$ cat src/design/ids_pkg.sv
package ids_pkg;

  localparam int unsigned Depth   = 16;
  localparam int unsigned ItemW   = 32;
  localparam int unsigned IdxW    = $clog2(Depth);
  localparam int unsigned CntW    = $clog2(Depth + 1);
  localparam int unsigned CmdW    = 3;

  typedef enum logic [CmdW-1:0] {
    CMD_APPEND  = 3'd0,
    CMD_POP     = 3'd1,
    CMD_INSERT  = 3'd2,
    CMD_GET     = 3'd3,
    CMD_SHIFT   = 3'd4,
    CMD_UNSHIFT = 3'd5
  } cmd_e;

  typedef struct packed {
    logic [CmdW-1:0]  cmd;
    logic [IdxW-1:0]  slot_index;
    logic [ItemW-1:0] write_item;
  } in_item_t;

  typedef struct packed {
    logic             status;
    logic [ItemW-1:0] read_item;
    logic [CntW-1:0]  fill_count;
  } out_item_t;

  // Memory access issued for one command.
  typedef struct packed {
    logic             we;
    logic [IdxW-1:0]  waddr;
    logic [ItemW-1:0] wdata;
    logic             re;
    logic [IdxW-1:0]  raddr;
  } mem_req_t;

  // Result fields known at issue time; read data comes from the store.
  typedef struct packed {
    logic            status;
    logic            rd_en;
    logic [CntW-1:0] fill_count;
  } res_info_t;

endpackage

$ cat src/design/ids_store.sv
module ids_store
  import ids_pkg::*;
(
  input  logic             clk_i,
  input  logic             rst_ni,
  input  mem_req_t         req_i,
  output logic [ItemW-1:0] rdata_o,
  output logic             rvalid_o
);

  logic [ItemW-1:0] mem_q [Depth];
  logic [Depth-1:0] vld_q;
  logic [ItemW-1:0] rdata_q;
  logic             rvld_q;

  // Read-first: a same-cycle write to the read address returns old data.
  always_ff @(posedge clk_i) begin
    if (req_i.re) begin
      rdata_q <= mem_q[req_i.raddr];
    end
    if (req_i.we) begin
      mem_q[req_i.waddr] <= req_i.wdata;
    end
  end

  // Entries never written read as zero.
  always_ff @(posedge clk_i or negedge rst_ni) begin
    if (!rst_ni) begin
      vld_q  <= '0;
      rvld_q <= 1'b0;
    end else begin
      if (req_i.re) begin
        rvld_q <= vld_q[req_i.raddr];
      end
      if (req_i.we) begin
        vld_q[req_i.waddr] <= 1'b1;
      end
    end
  end

  assign rdata_o  = rdata_q;
  assign rvalid_o = rvld_q;

endmodule

$ cat src/design/ids_ctrl.sv
module ids_ctrl
  import ids_pkg::*;
(
  input  logic      clk_i,
  input  logic      rst_ni,
  input  logic      accept_i,
  input  in_item_t  item_i,
  output mem_req_t  req_o,
  output res_info_t info_o
);

  logic [IdxW-1:0] head_q, head_d;
  logic [CntW-1:0] count_q, count_d;
  logic            fail;
  logic            full;
  logic            empty;
  logic [CntW-1:0] idx_ext;
  logic [IdxW-1:0] tail_addr;
  logic [IdxW-1:0] last_addr;
  logic [IdxW-1:0] idx_addr;

  assign full      = (count_q == CntW'(Depth));
  assign empty     = (count_q == '0);
  assign idx_ext   = CntW'(item_i.slot_index);
  assign tail_addr = head_q + count_q[IdxW-1:0];
  assign last_addr = head_q + count_q[IdxW-1:0] - IdxW'(1);
  assign idx_addr  = head_q + item_i.slot_index;

  // Ring buffer: logical slot i lives at physical head + i.
  always_comb begin
    head_d      = head_q;
    count_d     = count_q;
    fail        = 1'b0;
    req_o       = '0;
    req_o.wdata = item_i.write_item;
    info_o      = '0;
    unique case (item_i.cmd)
      CMD_APPEND: begin
        if (full) begin
          fail = 1'b1;
        end else begin
          req_o.we    = 1'b1;
          req_o.waddr = tail_addr;
          count_d     = count_q + CntW'(1);
        end
      end
      CMD_POP: begin
        if (empty) begin
          fail = 1'b1;
        end else begin
          req_o.re    = 1'b1;
          req_o.raddr = last_addr;
          count_d     = count_q - CntW'(1);
        end
      end
      CMD_INSERT: begin
        if (idx_ext >= CntW'(Depth)) begin
          fail = 1'b1;
        end else begin
          req_o.we    = 1'b1;
          req_o.waddr = idx_addr;
          if (count_q <= idx_ext) begin
            count_d = idx_ext + CntW'(1);
          end
        end
      end
      CMD_GET: begin
        if (idx_ext >= count_q) begin
          fail = 1'b1;
        end else begin
          req_o.re    = 1'b1;
          req_o.raddr = idx_addr;
        end
      end
      CMD_SHIFT: begin
        if (empty) begin
          fail = 1'b1;
        end else begin
          // Old front slot becomes the top slot: clear it.
          req_o.re    = 1'b1;
          req_o.raddr = head_q;
          req_o.we    = 1'b1;
          req_o.waddr = head_q;
          req_o.wdata = '0;
          head_d      = head_q + IdxW'(1);
          count_d     = count_q - CntW'(1);
        end
      end
      CMD_UNSHIFT: begin
        if (full) begin
          fail = 1'b1;
        end else begin
          // The new front overwrites the old top slot.
          head_d      = head_q - IdxW'(1);
          req_o.we    = 1'b1;
          req_o.waddr = head_q - IdxW'(1);
          count_d     = count_q + CntW'(1);
        end
      end
      default: begin
        fail = 1'b1;
      end
    endcase
    if (!accept_i) begin
      req_o.we = 1'b0;
      req_o.re = 1'b0;
      head_d   = head_q;
      count_d  = count_q;
    end
    info_o.status     = fail;
    info_o.rd_en      = req_o.re;
    info_o.fill_count = count_d;
  end

  always_ff @(posedge clk_i or negedge rst_ni) begin
    if (!rst_ni) begin
      head_q  <= '0;
      count_q <= '0;
    end else begin
      head_q  <= head_d;
      count_q <= count_d;
    end
  end

endmodule

$ cat src/design/ids_out.sv
module ids_out
  import ids_pkg::*;
(
  input  logic             clk_i,
  input  logic             rst_ni,
  input  logic             accept_i,
  input  res_info_t        info_i,
  input  logic [ItemW-1:0] rdata_i,
  input  logic             rvalid_i,
  output logic             in_ready_o,
  output logic             out_valid_o,
  input  logic             out_ready_i,
  output out_item_t        out_item_o
);

  logic      pend_q, pend_d;
  res_info_t info_q;
  logic      out_valid_q, out_valid_d;
  out_item_t out_q;
  logic      move;

  assign move       = pend_q && (!out_valid_q || out_ready_i);
  assign in_ready_o = !pend_q || move;

  always_comb begin
    pend_d      = pend_q;
    out_valid_d = out_valid_q;
    if (move) begin
      pend_d = 1'b0;
    end
    if (accept_i) begin
      pend_d = 1'b1;
    end
    if (move) begin
      out_valid_d = 1'b1;
    end else if (out_ready_i) begin
      out_valid_d = 1'b0;
    end
  end

  always_ff @(posedge clk_i or negedge rst_ni) begin
    if (!rst_ni) begin
      pend_q      <= 1'b0;
      out_valid_q <= 1'b0;
    end else begin
      pend_q      <= pend_d;
      out_valid_q <= out_valid_d;
    end
  end

  always_ff @(posedge clk_i) begin
    if (accept_i) begin
      info_q <= info_i;
    end
    if (move) begin
      out_q.status     <= info_q.status;
      out_q.fill_count <= info_q.fill_count;
      out_q.read_item  <= (info_q.rd_en && rvalid_i) ? rdata_i : '0;
    end
  end

  assign out_valid_o = out_valid_q;
  assign out_item_o  = out_q;

endmodule

$ cat src/design/indexed_deque_store.sv
// Channel | Direction | Handshake             | Beat payload
// in      | input     | in_valid_i/in_ready_o | in_item_t (cmd, slot_index, write_item)
// out     | output    | out_valid_o/out_ready_i | out_item_t (status, read_item, fill_count)
//
// Each command is decoded at the accept edge, where the store is read and/or
// written unless it is refused; the result then moves from the read and info
// registers into the output register. With the output taken promptly, one
// beat is accepted per cycle; the single pending-result register sets this.
// Reset clears head, fill count and all entry valid bits, so the store reads
// as zero. A stalled output holds one result plus one in flight, then
// in_ready_o drops.
module indexed_deque_store
  import ids_pkg::*;
(
  input  logic      clk_i,
  input  logic      rst_ni,
  input  logic      in_valid_i,
  output logic      in_ready_o,
  input  in_item_t  in_item_i,
  output logic      out_valid_o,
  input  logic      out_ready_i,
  output out_item_t out_item_o
);

  logic             accept;
  mem_req_t         req;
  res_info_t        info;
  logic [ItemW-1:0] rdata;
  logic             rvalid;

  // Take a beat only when the result path has room for it.
  assign accept = in_valid_i && in_ready_o;

  // Decode the command, advance head and count, issue the store access.
  ids_ctrl u_ctrl (
    .clk_i    (clk_i),
    .rst_ni   (rst_ni),
    .accept_i (accept),
    .item_i   (in_item_i),
    .req_o    (req),
    .info_o   (info)
  );

  // Ring storage with read-first behavior and per-entry valid bits.
  ids_store u_store (
    .clk_i    (clk_i),
    .rst_ni   (rst_ni),
    .req_i    (req),
    .rdata_o  (rdata),
    .rvalid_o (rvalid)
  );

  // Merge read data with the issue-time fields and hold the result beat.
  ids_out u_out (
    .clk_i       (clk_i),
    .rst_ni      (rst_ni),
    .accept_i    (accept),
    .info_i      (info),
    .rdata_i     (rdata),
    .rvalid_i    (rvalid),
    .in_ready_o  (in_ready_o),
    .out_valid_o (out_valid_o),
    .out_ready_i (out_ready_i),
    .out_item_o  (out_item_o)
  );

endmodule

$ cat config.mk
export PLATFORM = sky130hd
export DESIGN_NAME = indexed_deque_store
export DESIGN_NICKNAME = d
export VERILOG_FILES = /design/src/design/ids_pkg.sv /design/src/design/ids_store.sv /design/src/design/ids_ctrl.sv /design/src/design/ids_out.sv /design/src/design/indexed_deque_store.sv
export SDC_FILE = /design/constraint.sdc
export NUM_CORES = 1
export LEC_CHECK = 0
export BUFFER_PORTS_ARGS = -buffer_cell sky130_fd_sc_hd__buf_2
export CORE_MARGIN = 10
export CORE_UTILIZATION = 56
export CTS_CLUSTER_SIZE = 8
export DETAILED_ROUTE_END_ITERATION = 6
export GPL_TIMING_DRIVEN = 0
export HOLD_SLACK_MARGIN = 0.03
export PLACE_DENSITY = 0.76
export RECOVER_POWER = 25
export SETUP_SLACK_MARGIN = 0.4
export SLEW_MARGIN = 10
export SYNTH_ARGS = -nofsm -noshare
export SYNTH_HDL_FRONTEND = slang
export SYNTH_SLANG_ARGS = --single-unit
$ cat constraint.sdc
create_clock -name clk_i -period 4.05 [get_ports clk_i]
set_clock_uncertainty 0.05 [all_clocks]
set_input_delay 0.81 -clock clk_i [delete_from_list [all_inputs] [get_ports clk_i]]
set_output_delay 0.81 -clock clk_i [all_outputs]
set_load 0.005 [all_outputs]
==> out/qor.log, run 1 <==
INFO  yosys          post_synth_inst_count=1226
INFO  critical_path  worst-r2r-setup-slack=0.38ns
INFO  floorplanning  floorplan.die.width=231um
INFO  sta            period_needed=3.67ns
INFO  clock_network  hold_buffers=0
INFO  sta            report.final.slew_viol_count=56
INFO  clock_network  clkSlewWorstSetupHoldPaths=0.05ns
INFO  clock_network  clock_tree.htree_level_count=3
INFO  yosys          post_synth_edffs=589
INFO  critical_path  cp_max_fo=10
INFO  placed_design  pre_cts_ws=-0.496ns
INFO  sta            timing.max_slew.rel_slack=-18.3%
INFO  critical_path  crit_start=u_ctrl.count_q[1]
INFO  clock_network  cts.sinks=617
INFO  final_layout   finalNetCount=1510
INFO  final_layout   synthToLayoutAreaGrowth=19.0%
INFO  clock_network  cts_buffers=87
INFO  critical_path  criticalPathCategory=reg2reg
INFO  final_layout   finish.instance_area=29600um2
INFO  yosys          ys_seq_elements=617
INFO  power_and_ir_drop p_per_cell_area=649nW/um2
INFO  yosys          synth.yosys.seq_area_share=73.9%
INFO  clock_network  insertion_delay=0.62ns
INFO  critical_path  worst_setup_ep_type=register
INFO  yosys          post_synthesis_net_count=1288
INFO  placed_design  place.gp.congestion=0.881
INFO  floorplanning  area_of_the_die=53200um2
INFO  placed_design  placed_cell_area=26700um2
INFO  critical_path  critPathCapture=u_store.rdata_o[29]
INFO  global_routing first_global_vias=13.3k
INFO  global_routing grt_first_pass_wirelength=84.6mm
INFO  critical_path  crit_path_top_delay_cell=nor4b_1
INFO  placed_design  port-buffer-count=82
INFO  floorplanning  io_pins=83
INFO  sta            timing.final.ws_setup=0.381ns
INFO  drt            drt-vias-per-instance=6.23
INFO  run_status     outcome=complete, but fails checks
INFO  power_and_ir_drop maximum_vdd_ir_drop=0.393mV
INFO  floorplanning  die_y=231um
INFO  drt            routedWlPerCell=28.4um
INFO  run            max-cap-violations=2
INFO  critical_path  critical_path.startpoint_type=register
INFO  final_layout   most_frequent_cells_in_the_layout=589 x edfxtp_1, 93 x mux2i_1, 90 x mux4_2
INFO  clock_network  cts_max_path_buffers=3
INFO  critical_path  rr_worst_depth=12
INFO  floorplanning  initial_core_util=56.5%
INFO  global_routing globalRoute.totalOverflow=0
INFO  yosys          yosysUniqueCellTypes=60
INFO  yosys          synth_top_flop_cell=edfxtp_1
INFO  yosys          synthesis.area_per_instance=20.3um2
INFO  yosys          synthDominantAreaCellType=edfxtp_1
INFO  drt            wirelength=58.6mm
INFO  clock_network  clk_root_buffer_cell=clkbuf_16
INFO  critical_path  worst-endpoint-arrival=3.96ns
INFO  power_and_ir_drop total_leakage_power=10.3nW
INFO  final_layout   drive_gt1_share=24.6%
INFO  sta            grt_setup_unrepaired=true
INFO  critical_path  worstReg2RegStart=u_ctrl.count_q[1]
INFO  floorplanning  floorplan.rows=77
INFO  critical_path  critical_path.reg2reg.endpoint=u_store.rdata_o[29]
INFO  sta            portion_of_the_clock_cycle_consumed_by_the_worst_path_in_the_final_layout=90.6%
INFO  yosys          largest_cells_by_area_after_synthesis=edfxtp_1 71%, mux4_2 8.1%, mux4_1 4.1%
INFO  critical_path  critPathMaxStageDelay=0.62ns
INFO  global_routing grt_usage=21.6%
INFO  global_routing antenna_violations_before_repair=2
INFO  drt            drtAntennaViolNets=0
INFO  sta            finalSetupViolCount=0
INFO  placed_design  place_hpwl=35.0mm
INFO  sta            timing_worst_slew_pin_value=1.77ns
INFO  min_path       hold_path_class=reg2reg
INFO  drt            dr_total_vias=12.9k
INFO  global_routing grt_max_degree=29
INFO  floorplanning  core_area=44000um2
INFO  yosys          synth_async_sr_flop_share=4.54%
INFO  drt            drt_pass1_iterations=6
INFO  clock_network  tritoncts=built
INFO  yosys          synthesis.area=24900um2
INFO  critical_path  worst-endpoint-required=4.34ns
INFO  drt            initialDrtViolationCount=1558
INFO  yosys          synth.top_cell.area_share=71.1%
INFO  sta            hold_viol=0
INFO  yosys          yosysWarningCount=0
INFO  final_layout   final_common_cell=edfxtp_1
INFO  run_status     failed_checks=capacitance limit, slew limit
INFO  drt            drc=0
INFO  critical_path  worstPathCellList=inv_1, ha_1, nor4b_1, buf_4, nor4_2, a221o_2, buf_12, buf_6, buf_6, mux4_2, mux2i_2, mux2i_1
INFO  critical_path  crit_top_cell=buf_6
INFO  sta            max_clock_freq=273MHz
-- cell usage after synthesis (11+ instances only) --
cell type / n
inv_1: 14
o21bai_1: 16
o21ai_0: 11
clkbuf_1: 19
mux4_2: 89
and3_1: 32
xnor2_1: 11
a21oi_1: 24
buf_2: 25
nor2_1: 29
and2_1: 37
ha_1: 17
dfrtp_1: 28
nand2_1: 34
edfxtp_1: 589
mux4_1: 39
mux2i_1: 101
-- per-layer routing --
| metal | vias to the layer above | routed length (um) | GRT usage, % |
|---|---|---|---|
| li1 | 5468 | - | - |
| met1 | 6659 | 23500 | 28.4 |
| met2 | 622 | 29000 | 34.8 |
| met3 | 110 | 4340 | 4.61 |
| met4 | 0 | 1660 | 9.09 |
| met5 | - | 0 | 0 |
-- layout make-up --
cell class / count / area (um2)
flip-flops and latches: 617 / 18400
fillers: 2790 / 14400
multi-input cells: 535 / 6280
clock buffers: 105 / 2290
repair buffers: 132 / 1300
well taps: 592 / 741
plain buffers: 61 / 459
clock inverters: 6 / 68.8
inverters: 14 / 52.6
diodes: 1 / 2.50
-- worst max-delay path: cells and delay by family, from the launching register on --
family | cells | cell delay, ns
flip-flops | 1 | 0.51
AND/OR/NAND/NOR | 2 | 0.67
buffers and inverters | 5 | 0.84
adder cells (fa/ha/maj) | 1 | 0.24
multiplexers | 3 | 0.71
AO/OA/AOI/OAI | 1 | 0.37
-- flip-flops by register name (all words and copies together), names as in the netlist --
name and flops:
u_ctrl.count_q 5, u_store.rdata_o 32, u_store.mem_q 512, u_out.out_item_o 38, u_store.vld_q 16, u_out.info_q 7
u_out.out_valid_o 1, u_out.pend_q 1, u_store.rvalid_o 1, u_ctrl.head_q 4
-- per-stage QoR --
step	TNS (ns)	utilization (%)	cells	total power, mW	hold WS [ns]
global route	0	67.2	2063	19.9	0.373
finish	0	67.2	2063	19.2	0.369
detailed placement	-11.39	60.7	1922	12.4	0.361
global placement	-832.17	59.1	1900	12.2	0.353
floorplan	0	-	1226	11.0	0.350
CTS	0	67.0	2056	19.1	0.182
-- timing repair --
item,CTS,global route
pin swaps,15,4
buffers inserted,21,6
setup endpoints to repair,365,63
gates cloned,2,0
gates resized for setup,28,30
-- power by group --
| group | internal, mW | total (mW) | switching, mW | leakage (nW) |
|---|---|---|---|---|
| logic | 2.15 | 4.93 | 2.78 | 3.47 |
| registers | 7.66 | 7.85 | 0.190 | 5.71 |
| clock network | 3.96 | 6.43 | 2.47 | 1.15 |
-- worst min path at each step --
stage / endpoint / from / slack (ns) / cells past startpoint
2_1_floorplan: u_out.out_item_o[0] / u_out.info_q[0] / 0.35 / 0
3_3_place_gp: u_out.out_item_o[0] / u_out.info_q[0] / 0.35 / 0
3_5_place_dp: u_out.out_item_o[4] / u_out.info_q[4] / 0.36 / 0
4_1_cts: u_ctrl.head_q[1] / rst_ni / 0.18 / 1
5_1_grt: u_out.out_item_o[3] / u_out.info_q[3] / 0.37 / 0
6_report: u_out.out_item_o[3] / u_out.info_q[3] / 0.37 / 0
-- logic make-up (layout without fill, tap and decap cells) --
logic type | Yosys count | in the layout | share of synthesized area (%)
and+or+nand+nor | 179 | 180 | 4.03
AOI/OAI and AO/OA | 89 | 89 | 2.47
xor gates and xnor gates | 18 | 18 | 0.634
DFF | 617 | 617 | 73.9
muxes | 229 | 229 | 16.2
other | 0 | 1 | 0
buffers and inverters | 75 | 318 | 1.67
adders and majority gates | 19 | 19 | 1.02
(Power assumes the default switching activity.)
==> inputs of run 2 (changes only) <==
--- a/config.mk
+++ b/config.mk
@@ -6,6 +6,7 @@
 export NUM_CORES = 1
 export LEC_CHECK = 0
 export BUFFER_PORTS_ARGS = -buffer_cell sky130_fd_sc_hd__buf_2
+export CORE_ASPECT_RATIO = 2
 export CORE_MARGIN = 10
 export CORE_UTILIZATION = 56
 export CTS_CLUSTER_SIZE = 8
==> run 2 against run 1 <==
  * The run still ends with capacitance limit, slew limit left
  * Worst setup slack worse by 0.14 ns
  * Critical path depth down 1
  * Sequential cell count unchanged
  * Non-clock buffer count up 10
  * Sequential power about the same
  * Critical endpoint is now u_store.rdata_o[4]
  * Largest cell class unchanged
==> out/qor.log, run 2 (synthesis results as in run 1) <==
INFO  run_status     outcome=complete, but fails checks
INFO  run_status     failed_checks=capacitance limit, slew limit
INFO  drt            drt_pass1_iterations=5 [-1]
INFO  final_layout   largest_reg_flops=512 [unchanged]
INFO  global_routing globalRoute.totalOverflow=0 [unchanged]
INFO  critical_path  crit_start=u_ctrl.count_q[0]
INFO  floorplanning  area_of_the_die=53700um2 [+0.96%]
INFO  sta            portion_of_the_clock_cycle_consumed_by_the_worst_path_in_the_final_layout=94.1% [+3.5 points]
INFO  critical_path  crit_path_top_delay_cell=nor3_1
INFO  sta            timing.max_slew.rel_slack=-22.8% [-4.5 points]
INFO  power_and_ir_drop swShare=28.8% [+0.49 points]
INFO  sta            finalSetupViolCount=0 [unchanged]
INFO  sta            hold_viol=0 [unchanged]
INFO  critical_path  rr_worst_depth=11 [-1]
INFO  min_path       hold_path_class=reg2reg
INFO  drt            dr_total_vias=13.1k [+2.2%]
INFO  final_layout   n_antenna_cell=0 [-1]
INFO  global_routing grt_usage=23.4% [+1.8 points]
INFO  clock_network  clk_root_buffer_cell=clkbuf_16
INFO  critical_path  worst-endpoint-required=4.31ns [-0.03 ns]
INFO  power_and_ir_drop combinationalPowerShare=25.8% [about the same]
INFO  final_layout   most_frequent_cells_in_the_layout=589 x edfxtp_1, 97 x mux2i_1, 90 x mux4_2
INFO  power_and_ir_drop internal-power=13.7mW [-0.38%]
INFO  critical_path  worst_setup_ep_type=register
INFO  global_routing antenna_violations_before_repair=0 [-2]
INFO  drt            drt-vias-per-instance=6.44 [+3.3%]
INFO  drt            drc=0 [unchanged]
INFO  final_layout   stdcell_count=2041 [-1.1%]
INFO  critical_path  critPathMaxStageDelay=0.75ns [+0.13 ns]
INFO  global_routing first_global_vias=14.3k [+6.8%]
INFO  critical_path  criticalPathCategory=reg2reg
INFO  clock_network  insertion_delay=0.60ns [-0.02 ns]
INFO  min_path       worst_hold_path.num_cells=0 [unchanged]
INFO  clock_network  cts.sinks=617 [unchanged]
INFO  clock_network  tritoncts=built
INFO  drt            initialDrtViolationCount=1261 [-19%]
INFO  placed_design  place_hpwl=39.5mm [+13%]
INFO  clock_network  cts_max_path_buffers=3 [unchanged]
INFO  critical_path  worst-r2r-setup-slack=0.24ns [-0.14 ns]
INFO  floorplanning  die_y=318um [+38%]
INFO  placed_design  place.gp.congestion=0.890 [+1.0%]
INFO  clock_network  hold_buffers=0 [unchanged]
INFO  critical_path  worstPathCellList=inv_1, ha_2, nor4b_4, clkbuf_1, nor3_1, a221o_1, clkbuf_4, buf_6, mux4_2, mux2i_1, mux2i_1
INFO  final_layout   finalNetCount=1519 [+0.60%]
INFO  final_layout   finalCoreUtilization=67.2% [about the same]
INFO  floorplanning  core_area=44100um2 [about the same]
INFO  critical_path  cp_max_fo=10 [unchanged]
INFO  power_and_ir_drop maximum_vdd_ir_drop=0.379mV [-3.5%]
INFO  global_routing grt_first_pass_wirelength=92.6mm [+9.5%]
INFO  critical_path  worst-endpoint-arrival=4.07ns [+0.11 ns]
INFO  placed_design  port-buffer-count=82 [unchanged]
INFO  sta            report.final.slew_viol_count=52 [-7.1%]
INFO  final_layout   finish.instance_area=29600um2 [about the same]
INFO  sta            max_clock_freq=262MHz [-3.7%]
INFO  drt            wirelength=62.8mm [+7.2%]
INFO  final_layout   synthToLayoutAreaGrowth=19.0% [about the same]
INFO  placed_design  placed_cell_area=26800um2 [+0.49%]
INFO  placed_design  numPlacedInstances=1892 [-1.6%]
INFO  drt            drtAntennaViolNets=0 [unchanged]
INFO  final_layout   regMostFlops=u_store.mem_q
INFO  final_layout   multiInputGateArea=6220um2 [-0.94%]
INFO  floorplanning  io_pins=83 [unchanged]
INFO  clock_network  clock_tree.htree_level_count=3 [unchanged]
INFO  run            max-cap-violations=2 [unchanged]
INFO  drt            routedWlPerCell=30.8um [+8.4%]
INFO  sta            grt_setup_unrepaired=false
INFO  power_and_ir_drop total_leakage_power=10.4nW [+0.78%]
INFO  final_layout   final_common_cell=edfxtp_1
INFO  floorplanning  floorplan.die.width=169um [-27%]
INFO  final_layout   area.sequential=18400um2 [about the same]
INFO  floorplanning  floorplan.rows=109 [+42%]
INFO  power_and_ir_drop p_per_cell_area=651nW/um2 [+0.23%]
INFO  global_routing grt_max_degree=29 [unchanged]
INFO  final_layout   num-fill-cells=2727 [-2.3%]
INFO  sta            period_needed=3.81ns [+0.141 ns]
INFO  floorplanning  initial_core_util=56.4% [about the same]
INFO  critical_path  worstReg2RegStart=u_ctrl.count_q[0]
INFO  power_and_ir_drop p_sw=5.55mW [+2.0%]
INFO  critical_path  critical_path.startpoint_type=register
INFO  critical_path  crit_top_cell=mux2i_1
INFO  critical_path  critPathCapture=u_store.rdata_o[4]
INFO  sta            timing_worst_slew_pin_value=1.84ns [+0.0677 ns]
INFO  clock_network  clkSlewWorstSetupHoldPaths=0.05ns [about the same]
INFO  power_and_ir_drop seq_power_share=40.9% [about the same]
INFO  final_layout   drive_gt1_share=24.8% [+0.27 points]
INFO  critical_path  critical_path.reg2reg.endpoint=u_store.rdata_o[4]
INFO  clock_network  cts_buffers=87 [unchanged]
INFO  power_and_ir_drop clock_power_share=33.3% [about the same]
run 2: cell types whose count changed in the layout (fill, tap and decap cells not counted), sizes merged:
cell | before | now
clkbuf | 167 | 180
diode | 1 | 0
clkinv | 1 | 4
nor4b | 3 | 2
buf | 131 | 134
inv | 18 | 17
bufinv | 1 | 0
run 2: area by class of cell:
type	count	share of cell area (%)
Timing Repair Buffer	142	4.66
Clock inverter	7	0.330
Tap cell	555	2.35
Clock buffer	111	7.73
Inverter	14	0.178
Multi-Input combinational cell	534	21.0
Buffer	61	1.61
Sequential cell	617	62.1
run 2: worst min path at each step:
| stage | from | end | slack, ns |
|---|---|---|---|
| after global placement | u_out.info_q[2] | u_out.out_item_o[2] | 0.36 |
| after detailed placement | u_out.info_q[2] | u_out.out_item_o[2] | 0.36 |
| after global routing | in_valid_i | u_out.pend_q | 0.37 |
| after CTS | rst_ni | u_store.vld_q[5] | 0.23 |
| after floorplan | u_out.info_q[0] | u_out.out_item_o[0] | 0.35 |
| final | u_out.info_q[2] | u_out.out_item_o[2] | 0.37 |
run 2: power groups by stage:
stage	logic [mW]	clock network, mW	registers, mW
2_1_floorplan	3.09	0	7.90
3_3_place_gp	4.39	0	7.98
3_5_place_dp	4.65	0	7.98
4_1_cts	4.84	6.49	7.87
5_1_grt	5.26	6.77	7.90
6_report	4.97	6.42	7.88
run 2: through the flow:
step	total power, mW	hold slack, ns	TNS, ns	setup slack, ns
finish	19.3	0.366	0	0.239
global route	19.9	0.373	0	0.201
floorplan	11.0	0.350	0	0.0103
CTS	19.2	0.231	0	0.293
global placement	12.4	0.356	-1008.63	-2.52
detailed placement	12.6	0.358	-34.19	-0.452
run 2: timing repair:
item,4_1_cts,5_1_grt
buffers inserted,24,6
hold endpoints to repair,0,0
gates resized for setup,24,34
cloned,0,1
pin swaps,14,3
endpoints found under the setup margin,538,237
run 2: critical path: cells and delay by family, from the launching register on:
kind	cells	cell delay [ns]
multiplexers	3	0.75
buffers and inverters	4	0.81
flip-flops	1	0.44
AO/OA/AOI/OAI	1	0.35
AND/OR/NAND/NOR	2	0.89
adder cells (fa/ha/maj)	1	0.23
run 2: metal layers:
layer  GRT usage, %  up-vias  share of wire [%]
met5              0        -                  0
met3           4.32      174                6.7
met2           42.2      692                 55
met4           12.2        0                5.0
met1           25.4     6796                 34
li1               -     5474                  -
